[src/hw/rtl/gdd_pkg.sv]
`timescale 1ns / 1ps

package gdd_pkg;

    localparam int YEAR_W  = 14;
    localparam int MONTH_W = 4;
    localparam int DAY_W   = 5;
    localparam int COUNT_W = 22;

    localparam int unsigned MAX_YEAR_DEF = 9999;

    // quotient of a year by 100, rounded up, fits in 8 bits
    localparam int Q_W    = 8;
    // one serial day number, and the signed running difference
    localparam int TERM_W = 23;
    localparam int ACC_W  = 25;
    localparam int PC_W   = 5;

    localparam logic [COUNT_W-1:0] COUNT_MAX = '1;
    localparam logic [YEAR_W-1:0]  CENTURY   = YEAR_W'(100);

    typedef enum logic [2:0] {
        OP_LOAD,
        OP_DIV,
        OP_LEAP,
        OP_ACC,
        OP_FINISH
    } op_t;

    typedef enum logic [2:0] {
        TERM_Y365,
        TERM_Y4,
        TERM_MD,
        TERM_Q,
        TERM_Q4
    } term_t;

    typedef struct packed {
        op_t             op;
        term_t           term;
        logic            sel;
        logic            neg;
        logic            jump;
        logic [PC_W-1:0] target;
    } ctrl_t;

    localparam logic [PC_W-1:0] PC_DIV_A = PC_W'(1);
    localparam logic [PC_W-1:0] PC_DIV_B = PC_W'(9);

    function automatic ctrl_t mk(op_t op, term_t term, logic sel, logic neg,
                                 logic jump, logic [PC_W-1:0] target);
        ctrl_t c;
        c.op     = op;
        c.term   = term;
        c.sel    = sel;
        c.neg    = neg;
        c.jump   = jump;
        c.target = target;
        return c;
    endfunction

    // microprogram: serial(first) - serial(second), then magnitude
    function automatic ctrl_t ucode(logic [PC_W-1:0] pc);
        ctrl_t c;
        case (pc)
            5'd0:    c = mk(OP_LOAD, TERM_Y365, 1'b0, 1'b0, 1'b0, '0);
            5'd1:    c = mk(OP_DIV,  TERM_Y365, 1'b0, 1'b0, 1'b1, PC_DIV_A);
            5'd2:    c = mk(OP_LEAP, TERM_Y365, 1'b0, 1'b0, 1'b0, '0);
            5'd3:    c = mk(OP_ACC,  TERM_Y365, 1'b0, 1'b0, 1'b0, '0);
            5'd4:    c = mk(OP_ACC,  TERM_Y4,   1'b0, 1'b0, 1'b0, '0);
            5'd5:    c = mk(OP_ACC,  TERM_MD,   1'b0, 1'b0, 1'b0, '0);
            5'd6:    c = mk(OP_ACC,  TERM_Q,    1'b0, 1'b1, 1'b0, '0);
            5'd7:    c = mk(OP_ACC,  TERM_Q4,   1'b0, 1'b0, 1'b0, '0);
            5'd8:    c = mk(OP_LOAD, TERM_Y365, 1'b1, 1'b0, 1'b0, '0);
            5'd9:    c = mk(OP_DIV,  TERM_Y365, 1'b1, 1'b0, 1'b1, PC_DIV_B);
            5'd10:   c = mk(OP_LEAP, TERM_Y365, 1'b1, 1'b0, 1'b0, '0);
            5'd11:   c = mk(OP_ACC,  TERM_Y365, 1'b1, 1'b1, 1'b0, '0);
            5'd12:   c = mk(OP_ACC,  TERM_Y4,   1'b1, 1'b1, 1'b0, '0);
            5'd13:   c = mk(OP_ACC,  TERM_MD,   1'b1, 1'b1, 1'b0, '0);
            5'd14:   c = mk(OP_ACC,  TERM_Q,    1'b1, 1'b0, 1'b0, '0);
            5'd15:   c = mk(OP_ACC,  TERM_Q4,   1'b1, 1'b1, 1'b0, '0);
            default: c = mk(OP_FINISH, TERM_Y365, 1'b0, 1'b0, 1'b0, '0);
        endcase
        return c;
    endfunction

    // month length, zero for month codes that name no month
    function automatic logic [DAY_W-1:0] month_len(logic [MONTH_W-1:0] m, logic leap);
        logic [DAY_W-1:0] len;
        case (m)
            4'd1, 4'd3, 4'd5, 4'd7, 4'd8, 4'd10, 4'd12: len = DAY_W'(31);
            4'd4, 4'd6, 4'd9, 4'd11:                   len = DAY_W'(30);
            4'd2:    len = leap ? DAY_W'(29) : DAY_W'(28);
            default: len = '0;
        endcase
        return len;
    endfunction

    function automatic logic [8:0] days_before(logic [MONTH_W-1:0] m);
        logic [8:0] n;
        case (m)
            4'd2:    n = 9'd31;
            4'd3:    n = 9'd59;
            4'd4:    n = 9'd90;
            4'd5:    n = 9'd120;
            4'd6:    n = 9'd151;
            4'd7:    n = 9'd181;
            4'd8:    n = 9'd212;
            4'd9:    n = 9'd243;
            4'd10:   n = 9'd273;
            4'd11:   n = 9'd304;
            4'd12:   n = 9'd334;
            default: n = 9'd0;
        endcase
        return n;
    endfunction

endpackage

[src/hw/rtl/gregorian_date_difference.sv]
`timescale 1ns / 1ps

// days between two gregorian dates
//
// input channel (s_valid / s_ready): one item is a pair of dates, each given
// as year, month and day of month. result channel (m_valid / m_ready): one
// item per input item, the day count from the earlier to the later date and
// a flag that is 1 when both dates exist in the calendar (count 0 otherwise).
//
// a small microprogram in a rom steers one adder / subtractor: for each date
// it divides the year by 100 through repeated subtraction, derives the leap
// flag, then adds or subtracts the terms of the serial day number.
// the time from accept to result valid grows with both years; the
// subtract loop sets it. one item is worked on at a time; s_ready is
// high while the sequencer idles, so no new item is taken before the
// last one is finished.
//
// the result sits in an output register; the next item is taken while it
// waits. when the receiver stalls and a new result is done, the sequencer
// holds in its last step until the register is free.
// reset (aresetn low, synchronous) empties the sequencer and the output.

module gregorian_date_difference #(
    parameter int unsigned MAX_YEAR = gdd_pkg::MAX_YEAR_DEF
) (
    input  logic                         aclk,
    input  logic                         aresetn,
    input  logic                         s_valid,
    output logic                         s_ready,
    input  logic [gdd_pkg::YEAR_W-1:0]   s_first_year,
    input  logic [gdd_pkg::MONTH_W-1:0]  s_first_month,
    input  logic [gdd_pkg::DAY_W-1:0]    s_first_day,
    input  logic [gdd_pkg::YEAR_W-1:0]   s_second_year,
    input  logic [gdd_pkg::MONTH_W-1:0]  s_second_month,
    input  logic [gdd_pkg::DAY_W-1:0]    s_second_day,
    output logic                         m_valid,
    input  logic                         m_ready,
    output logic [gdd_pkg::COUNT_W-1:0]  m_day_count,
    output logic                         m_dates_valid
);

    import gdd_pkg::*;

    // captured dates
    logic [YEAR_W-1:0]  ya_reg, yb_reg;
    logic [MONTH_W-1:0] ma_reg, mb_reg;
    logic [DAY_W-1:0]   da_reg, db_reg;

    // sequencer
    logic            busy_reg, busy_next;
    logic [PC_W-1:0] pc_reg, pc_next;
    ctrl_t           cw;

    // datapath
    logic [YEAR_W-1:0]       w_reg, w_next;
    logic [Q_W-1:0]          q_reg, q_next;
    logic [1:0]              leap_reg, leap_next;
    logic signed [ACC_W-1:0] acc_reg, acc_next;

    // output register
    logic               m_valid_reg, m_valid_next;
    logic [COUNT_W-1:0] m_day_count_reg, m_day_count_next;
    logic               m_dates_valid_reg, m_dates_valid_next;

    logic               accept;
    logic               out_free;
    logic               ge100;
    logic [YEAR_W-1:0]  y_sel;
    logic [MONTH_W-1:0] m_sel;
    logic [DAY_W-1:0]   d_sel;
    logic               leap_sel;
    logic [TERM_W-1:0]  term;
    logic [ACC_W-1:0]   mag;
    logic               ok_a, ok_b;

    assign accept   = s_valid && s_ready;
    assign out_free = !m_valid_reg || m_ready;
    assign cw       = ucode(pc_reg);
    assign ge100    = (w_reg >= CENTURY);

    assign y_sel    = cw.sel ? yb_reg : ya_reg;
    assign m_sel    = cw.sel ? mb_reg : ma_reg;
    assign d_sel    = cw.sel ? db_reg : da_reg;
    assign leap_sel = leap_reg[cw.sel];

    // one date exists: year in range, day between 1 and the month length
    function automatic logic date_ok(logic [YEAR_W-1:0] y, logic [MONTH_W-1:0] m,
                                     logic [DAY_W-1:0] d, logic leap);
        return ({2'b00, y} <= 16'(MAX_YEAR)) && (d != '0) && (d <= month_len(m, leap));
    endfunction

    assign ok_a = date_ok(ya_reg, ma_reg, da_reg, leap_reg[0]);
    assign ok_b = date_ok(yb_reg, mb_reg, db_reg, leap_reg[1]);

    // term of the serial day number chosen by the control word
    always_comb begin
        case (cw.term)
            TERM_Y365: term = TERM_W'(y_sel) * TERM_W'(365);
            TERM_Y4:   term = TERM_W'((YEAR_W+1)'(y_sel) + (YEAR_W+1)'(3)) >> 2;
            TERM_MD:   term = TERM_W'(days_before(m_sel))
                            + TERM_W'((m_sel > MONTH_W'(2)) && leap_sel)
                            + TERM_W'(d_sel) - TERM_W'(1);
            TERM_Q:    term = TERM_W'(q_reg);
            TERM_Q4:   term = TERM_W'((Q_W+1)'(q_reg) + (Q_W+1)'(3)) >> 2;
            default:   term = '0;
        endcase
    end

    assign mag = acc_reg[ACC_W-1] ? ACC_W'(-acc_reg) : ACC_W'(acc_reg);

    always_comb begin
        busy_next          = busy_reg;
        pc_next            = pc_reg;
        w_next             = w_reg;
        q_next             = q_reg;
        leap_next          = leap_reg;
        acc_next           = acc_reg;
        m_valid_next       = m_valid_reg && !m_ready;
        m_day_count_next   = m_day_count_reg;
        m_dates_valid_next = m_dates_valid_reg;

        if (accept) begin
            busy_next = 1'b1;
            pc_next   = '0;
            acc_next  = '0;
        end else if (busy_reg) begin
            pc_next = pc_reg + PC_W'(1);
            case (cw.op)
                OP_LOAD: begin
                    w_next = y_sel;
                    q_next = '0;
                end
                OP_DIV: begin
                    // floor division by 100, one subtraction per step
                    if (ge100 && cw.jump) begin
                        w_next  = w_reg - CENTURY;
                        q_next  = q_reg + Q_W'(1);
                        pc_next = cw.target;
                    end
                end
                OP_LEAP: begin
                    // century years are leap only when divisible by 400
                    leap_next[cw.sel] = (w_reg == '0) ? (q_reg[1:0] == 2'b00)
                                                      : (y_sel[1:0] == 2'b00);
                    // q becomes year / 100 rounded up
                    q_next = q_reg + Q_W'(w_reg != '0);
                end
                OP_ACC: begin
                    if (cw.neg) begin
                        acc_next = acc_reg - signed'(ACC_W'(term));
                    end else begin
                        acc_next = acc_reg + signed'(ACC_W'(term));
                    end
                end
                OP_FINISH: begin
                    pc_next = pc_reg;
                    if (out_free) begin
                        busy_next          = 1'b0;
                        m_valid_next       = 1'b1;
                        m_dates_valid_next = ok_a && ok_b;
                        if (!(ok_a && ok_b)) begin
                            m_day_count_next = '0;
                        end else if (mag > ACC_W'(COUNT_MAX)) begin
                            m_day_count_next = COUNT_MAX;
                        end else begin
                            m_day_count_next = mag[COUNT_W-1:0];
                        end
                    end
                end
                default: begin
                    busy_next = 1'b0;
                end
            endcase
        end
    end

    always_ff @(posedge aclk) begin
        if (!aresetn) begin
            busy_reg    <= 1'b0;
            pc_reg      <= '0;
            m_valid_reg <= 1'b0;
        end else begin
            busy_reg    <= busy_next;
            pc_reg      <= pc_next;
            m_valid_reg <= m_valid_next;
        end
    end

    always_ff @(posedge aclk) begin
        if (accept) begin
            ya_reg <= s_first_year;
            ma_reg <= s_first_month;
            da_reg <= s_first_day;
            yb_reg <= s_second_year;
            mb_reg <= s_second_month;
            db_reg <= s_second_day;
        end
        w_reg             <= w_next;
        q_reg             <= q_next;
        leap_reg          <= leap_next;
        acc_reg           <= acc_next;
        m_day_count_reg   <= m_day_count_next;
        m_dates_valid_reg <= m_dates_valid_next;
    end

    assign s_ready       = !busy_reg;
    assign m_valid       = m_valid_reg;
    assign m_day_count   = m_day_count_reg;
    assign m_dates_valid = m_dates_valid_reg;

endmodule

[config.mk]
export PLATFORM = sky130hd
export DESIGN_NAME = gregorian_date_difference
export DESIGN_NICKNAME = d
export VERILOG_FILES = /design/src/hw/rtl/gdd_pkg.sv /design/src/hw/rtl/gregorian_date_difference.sv
export SDC_FILE = /design/constraint.sdc
export NUM_CORES = 1
export LEC_CHECK = 0
export BUFFER_PORTS_ARGS = -buffer_cell sky130_fd_sc_hd__buf_2
export CAP_MARGIN = 20
export CORE_MARGIN = 2
export CORE_UTILIZATION = 30
export CTS_BUF_LIST = sky130_fd_sc_hd__clkbuf_8
export CTS_CLUSTER_SIZE = 30
export DETAILED_ROUTE_END_ITERATION = 10
export MAX_ROUTING_LAYER = met4
export PLACE_DENSITY = 0.47
export SETUP_SLACK_MARGIN = 0.1
export SYNTH_ARGS = -nofsm -noshare
export SYNTH_HDL_FRONTEND = slang
export SYNTH_SLANG_ARGS = --single-unit
[constraint.sdc]
create_clock -name aclk -period 10.9 [get_ports aclk]
set_clock_uncertainty 0.1 [all_clocks]
set_input_delay 2.725 -clock aclk [delete_from_list [all_inputs] [get_ports aclk]]
set_output_delay 2.725 -clock aclk [all_outputs]
set_load 0.01 [all_outputs]
# Yosys cells after proc, flatten, opt, wreduce, memory -nomap -nowiden
# Memory sizes are Yosys's and may differ from the RTL's. A register that Yosys moved wholly into a read port is not among the register bits.
# Index checks and enable logic that the tools add are counted.
# Widths: inputs -> output; s select.
[word_totals] output_inout_bits=25 regBits=125 memories=2 romBits=304
[classes] n_mul=1 n_lt_le_gt_ge=9 n_eq_ne=33 bitwise=3 muxes=35 reduce_logical=36 add_sub_neg=12
[mem_list] memory="(no name shown)" depth=16 width=10 read_ports=1 rd_ports_with_merged_regs=1 write_ports=0 line="gdd_pkg.sv:65" text="case (pc)"
[mem_list] memory="(no name shown)" depth=16 width=9 read_ports=1 rd_ports_with_merged_regs=0 write_ports=0 line="gdd_pkg.sv:101" text="case (m)"
[op_table] cell="$pmux 23 s5" n=1
[op_table] cell="$mux 25" n=2
[op_table] cell="$mux 14" n=3
[op_table] cell="$eq 4x4->1 const B" n=10
[op_table] cell="$eq 4x3->1 const B" n=8
[op_table] cell="$pmux 5 s3" n=2
[op_table] cell="$le 14x14->1 const B" n=2
[op_table] cell="$pmux 14 s2" n=1
[op_table] cell="$add 25x24->25" n=1
[op_table] cell="$gt 25x22->1 const B" n=1
[op_table] cell="$neg 25->25" n=1
[op_table] cell="$sub 25x24->25" n=1
[op_table] cell="$pmux 8 s3" n=1
[op_table] cell="$mul 14x9->23 const B" n=1
[op_table] cell="$mux 22" n=1
[op_table] cell="$eq 4x2->1 const B" n=4
[op_table] cell="$add 14x2->15 const B" n=1
[op_table] cell="$ge 14x7->1 const B" n=1
[op_table] cell="$logic_not 14->1" n=1
[op_table] cell="$reduce_bool 14->1" n=1
[op_table] cell="$reduce_or 7->1" n=2
[op_table] cell="$sub 14x7->14 const B" n=1
[op_table] cell="$mux 1" n=13
[op_table] cell="$eq 3x2->1 const B" n=4
[op_table] cell="other kinds (37)" n=65

# Logic depth before layout (Yosys ltp)
[logic_depth] depth_word=10 depth_mapped=39 mapped_depth_nobuf=34

# Worst setup path after synthesis
# Ideal clock, no wire load.
[synth_timing] path_type="register to register" startpoint="reg pc_reg[4]" endpoint="reg acc_reg[24]" slack_ns=2.351 stages_incl_launch_ff=37 t_arrival_ns=8.387 setup_ns=0.062 period_less_slack_ns=8.549 t_required_ns=10.738 cell_sequence="dfxtp_1 > buf_6 > nand2b_4 > buf_6 > buf_6 > buf_6 > buf_6 > clkbuf_1 > mux2_2 > ha_1 > inv_1 > fa_1 > inv_1 > fa_1 > inv_1 > fa_1 > inv_1 > ha_1 > and3_1 > a211oi_1 > a21oi_1 > xnor2_1 > o221a_2 > and4b_1 > and2_1 > o21ai_2 > a21oi_1 > xnor2_1 > ha_1 > and3_1 > and3_1 > a22o_1 > o41ai_1 > o21ai_0 > or4b_2 > a22o_1 > nand3_1"
[synth_via] elab_chain_len=10
[synth_lines] item="start: declaration" line="gregorian_date_difference.sv:51" text="logic [PC_W-1:0] pc_reg, pc_next;"
[synth_lines] item="start signal: assignment" line="gregorian_date_difference.sv:184" text="pc_reg <= pc_next;"
[synth_lines] item="$mux 14 (*)" line="gdd_pkg.sv:65"
[synth_lines] item="$mux 4 / $mux 1 (equally long branches)" line="gregorian_date_difference.sv:82, gregorian_date_difference.sv:84"
[synth_lines] item="$mem_v2 16x9, or another cell as far along"
[synth_lines] item="$mux 9 / $logic_and 1x1->1 (equally long branches)" line="gregorian_date_difference.sv:97, gregorian_date_difference.sv:101"
[synth_lines] item="$add 9x1->10" line="gregorian_date_difference.sv:101" text="+ TERM_W'((m_sel > MONTH_W'(2)) && leap_sel)"
[synth_lines] item="$add 10x5->11" line="gregorian_date_difference.sv:102" text="+ TERM_W'(d_sel) - TERM_W'(1);"
[synth_lines] item="$sub 11x1->12" line="gregorian_date_difference.sv:102"
[synth_lines] item="$pmux 23 s5" line="gregorian_date_difference.sv:97" text="case (cw.term)"
[synth_lines] item="$add 25x24->25 / $sub 25x24->25 (equally long branches)" line="gregorian_date_difference.sv:152, gregorian_date_difference.sv:150"
[synth_lines] item="$mux 25" line="gregorian_date_difference.sv:149" text="if (cw.neg) begin"
[synth_lines] item="end signal: assignment" line="gregorian_date_difference.sv:201" text="acc_reg <= acc_next;"
[synth_lines] item="end: declaration" line="gregorian_date_difference.sv:58" text="logic signed [ACC_W-1:0] acc_reg, acc_next;"
# Every way passes the cells marked *; elsewhere a longest branch is shown, timed or not. The select of a mux whose other input is x is not followed.
# A chain may end at the register's enable or synchronous reset.

# Worst setup path in the final report
# Ends and elaborated chain as after synthesis.

==> impl_metrics.toml <==
[hold_path]
min_path_cells = 2
holdCritPathClass = "flip-flop to flip-flop"
min-delay-start = "acc_reg[4]"
holdPathEnd = "acc_reg[4]"

[placement]
portBuffers = 74
dp_cells = 1921
placed_area_um2 = 13100
finalWeightedCongestion = 0.834
place_hpwl_mm = 24.6

[critical_path]
cp_slowest_cell = "dfxtp_1"
cp_num_buf_inv = 5
reg2reg_from = "pc_reg[4]"
critPathKind = "flip-flop to flip-flop"
crit_top_cell = "inv_1"
regToRegSetupSlack_ns = 0.99
cp_max_fo = 40
worstRegToRegCells = 32
r2r_end = "acc_reg[24]"
startpoint_type = "flip-flop"
crit_path_end_kind = "flip-flop"
cp_slowest_stage_delay_ns = 0.82
crit_required_ns = 11.24
critPathTopFamily = "adder cells"
crit_arrival_ns = 10.25

[global_routing]
grt.total_usage_pct = 15.4
grt_start_max_net_pins = 70
grt_pass1_wl_mm = 49.9
grt.overflow.total = 0
grt_pass1_vias = 9457
antenna_found_initial = 1

[power_and_ir_drop]
p_comb_share_pct = 63.1
powerDensity_nw_per_um2 = 203
switchingPower_w = 0.00125
total_power_w = 0.00272
p_leak_nw = 5.82
vdd_drop_max_v = 0.000116
swShare_pct = 45.9
seq_power_share_pct = 21.9
power.internal_w = 0.00147
power.share.clock_pct = 15.0

[clock_network]
cts_hold_buf = 0
cts-buffers-inserted = 17
clk_latency_ns = 0.49
h-tree-depth = 4
cts_resized = 0
cts.sinks = 134
cts_root_buf = "clkbuf_8"
post-cts-setup-buffers = 0
path_clk_slew_ns = 0.09
clockBufferDepth = 2
cts_tree = "built"

[floorplanning]
row_count = 73
die_area_um2 = 42100
start_util_pct = 30.5
coreArea_um2 = 39800
die_x_um = 205
die_h_um = 205
ios = 75

[cells_and_area]
num_antenna_cells = 0
largest_register_ffs = 25
fin_area_um2 = 13400
seqCellArea_um2 = 3610
drive_gt1_share_pct = 11.5
nets = 1628
num-fill-cells = 4227
area_delta_synth_final_pct = 10.6
stdcell_count = 1954
multi_input_area_um2 = 7800

[synthesis]
synth_edf_count = 93
ys.flop_type = "edfxtp_1"
syn_avg_cell_area_um2 = 8.95
async_flop_share_pct = 0
yosysMostFrequentCell = "inv_1"
syn_nets = 1570
synth_top_cell_by_area = "edfxtp_1"
synth_top_area_share_pct = 23.0
ys_ff_latch = 134
synth_cell_types = 82
yosys-top-cells-count = "inv_1, nand2_1, ha_1, a21oi_1"
yosysSeqAreaShare_pct = 29.7
yosys_warnings = 0
synth_area_um2 = 12200
netlist_instances = 1358
synthTopCellsByArea = "edfxtp_1, ha_1, dfxtp_1"

[timing]
clock.fmax_mhz = 101
slew_viol_final = 0
final.setup.tns_ns = 0
hold_viol = 0
relSlewSlack_pct = 33.9
rsz0062_at_grt = "false"
finalSetupViolCount = 0
fin_crit_ns = 9.91
tightest_slew_ns = 0.991
period_share_pct = 90.9

[detailed_routing]
vias_per_cell = 4.91
vias = 9593
drt-total-wl_mm = 30.5
dr.pass1.iters = 5
drc_errors = 0
ant_nets = 0
drtIter0Drc = 471
wire_per_inst_um = 15.6

[job]
drv_cap = 0

[outcome]
status = "complete, no violations"
## metal layers
metal | vias to the layer above | global-route usage [%] | part of all wire [%] | wire length [µm]
li1 | 4953 | - | - | -
met1 | 4457 | 21.5 | 52 | 15800
met2 | 163 | 23.5 | 44 | 13400
met3 | 20 | 2.49 | 3.5 | 1080
met4 | 0 | 3.65 | 1.0 | 314
met5 | - | - | 0 | 0
## power groups by stage
stage               combinational, W  clock [W]  sequential, W
floorplan                    0.00139          0       0.000593
global placement             0.00172          0       0.000607
detailed placement           0.00172          0       0.000607
CTS                          0.00173   0.000423       0.000595
global route                 0.00197   0.000442       0.000599
finish                       0.00172   0.000409       0.000596
## cell type report
type	count	area share [%]
multi-input combinational	1035	58.0
sequential	134	26.9
tap	525	4.89
inverter	143	3.99
timing repair buffer	85	3.45
clock buffer	17	1.74
clock inverter	15	1.06
## layout by cell type (no fill, tap or decap), drive strengths merged, types with 26 or more instances in the layout
cell type  Yosys  final
inv          143    150
nand2        130    130
ha           121    121
a21oi        113    113
nor2          93     93
edfxtp        93     93
buf            8     84
o21ai         55     55
xor2          54     54
xnor2         51     51
fa            41     41
dfxtp         41     41
nand3         36     36
nor3          31     31
mux2i         26     26
## metrics by stage
step | hold slack [ns] | utilization, % | worst slack, ns
floorplan | 0.362 | - | 2.35
global placement | 0.389 | 32.7 | 1.23
detailed placement | 0.397 | 32.8 | 1.04
CTS | 0.410 | 33.7 | 1.01
global route | 0.441 | 33.8 | 0.392
finish | 0.412 | 33.8 | 0.988
## logic make-up after synthesis
| kind of cell | share of synthesized area, % |
|---|---|
| AO/OA/AOI/OAI | 16.9 |
| adder cells (fa/ha/maj) | 19.2 |
| flip-flops | 29.7 |
| AND/OR/NAND/NOR | 16.6 |
| buffers and inverters | 6.17 |
| multiplexers | 3.77 |
| XOR/XNOR | 7.57 |
## worst reg2reg max path, delay by kind of cell (launching register included)
family,cells,cell delay [ns]
and+or+nand+nor,9,2.52
AOI/OAI and AO/OA,10,2.53
xor gates and xnor gates,1,0.25
muxes,1,0.70
adders and majority gates,6,2.54
DFF,1,0.82
buffers and inverters,5,0.40
## worst max path at each step
stage,startpoint,end,slack [ns],depth (start not counted)
final,pc_reg[4],acc_reg[24],0.99,32
after detailed placement,pc_reg[4],acc_reg[24],1.04,32
after CTS,pc_reg[4],acc_reg[24],1.01,32
after floorplan,pc_reg[4],acc_reg[24],2.35,36
after global routing,pc_reg[4],acc_reg[24],0.39,32
after global placement,pc_reg[4],acc_reg[24],1.23,32
(Power assumes the default switching activity.)
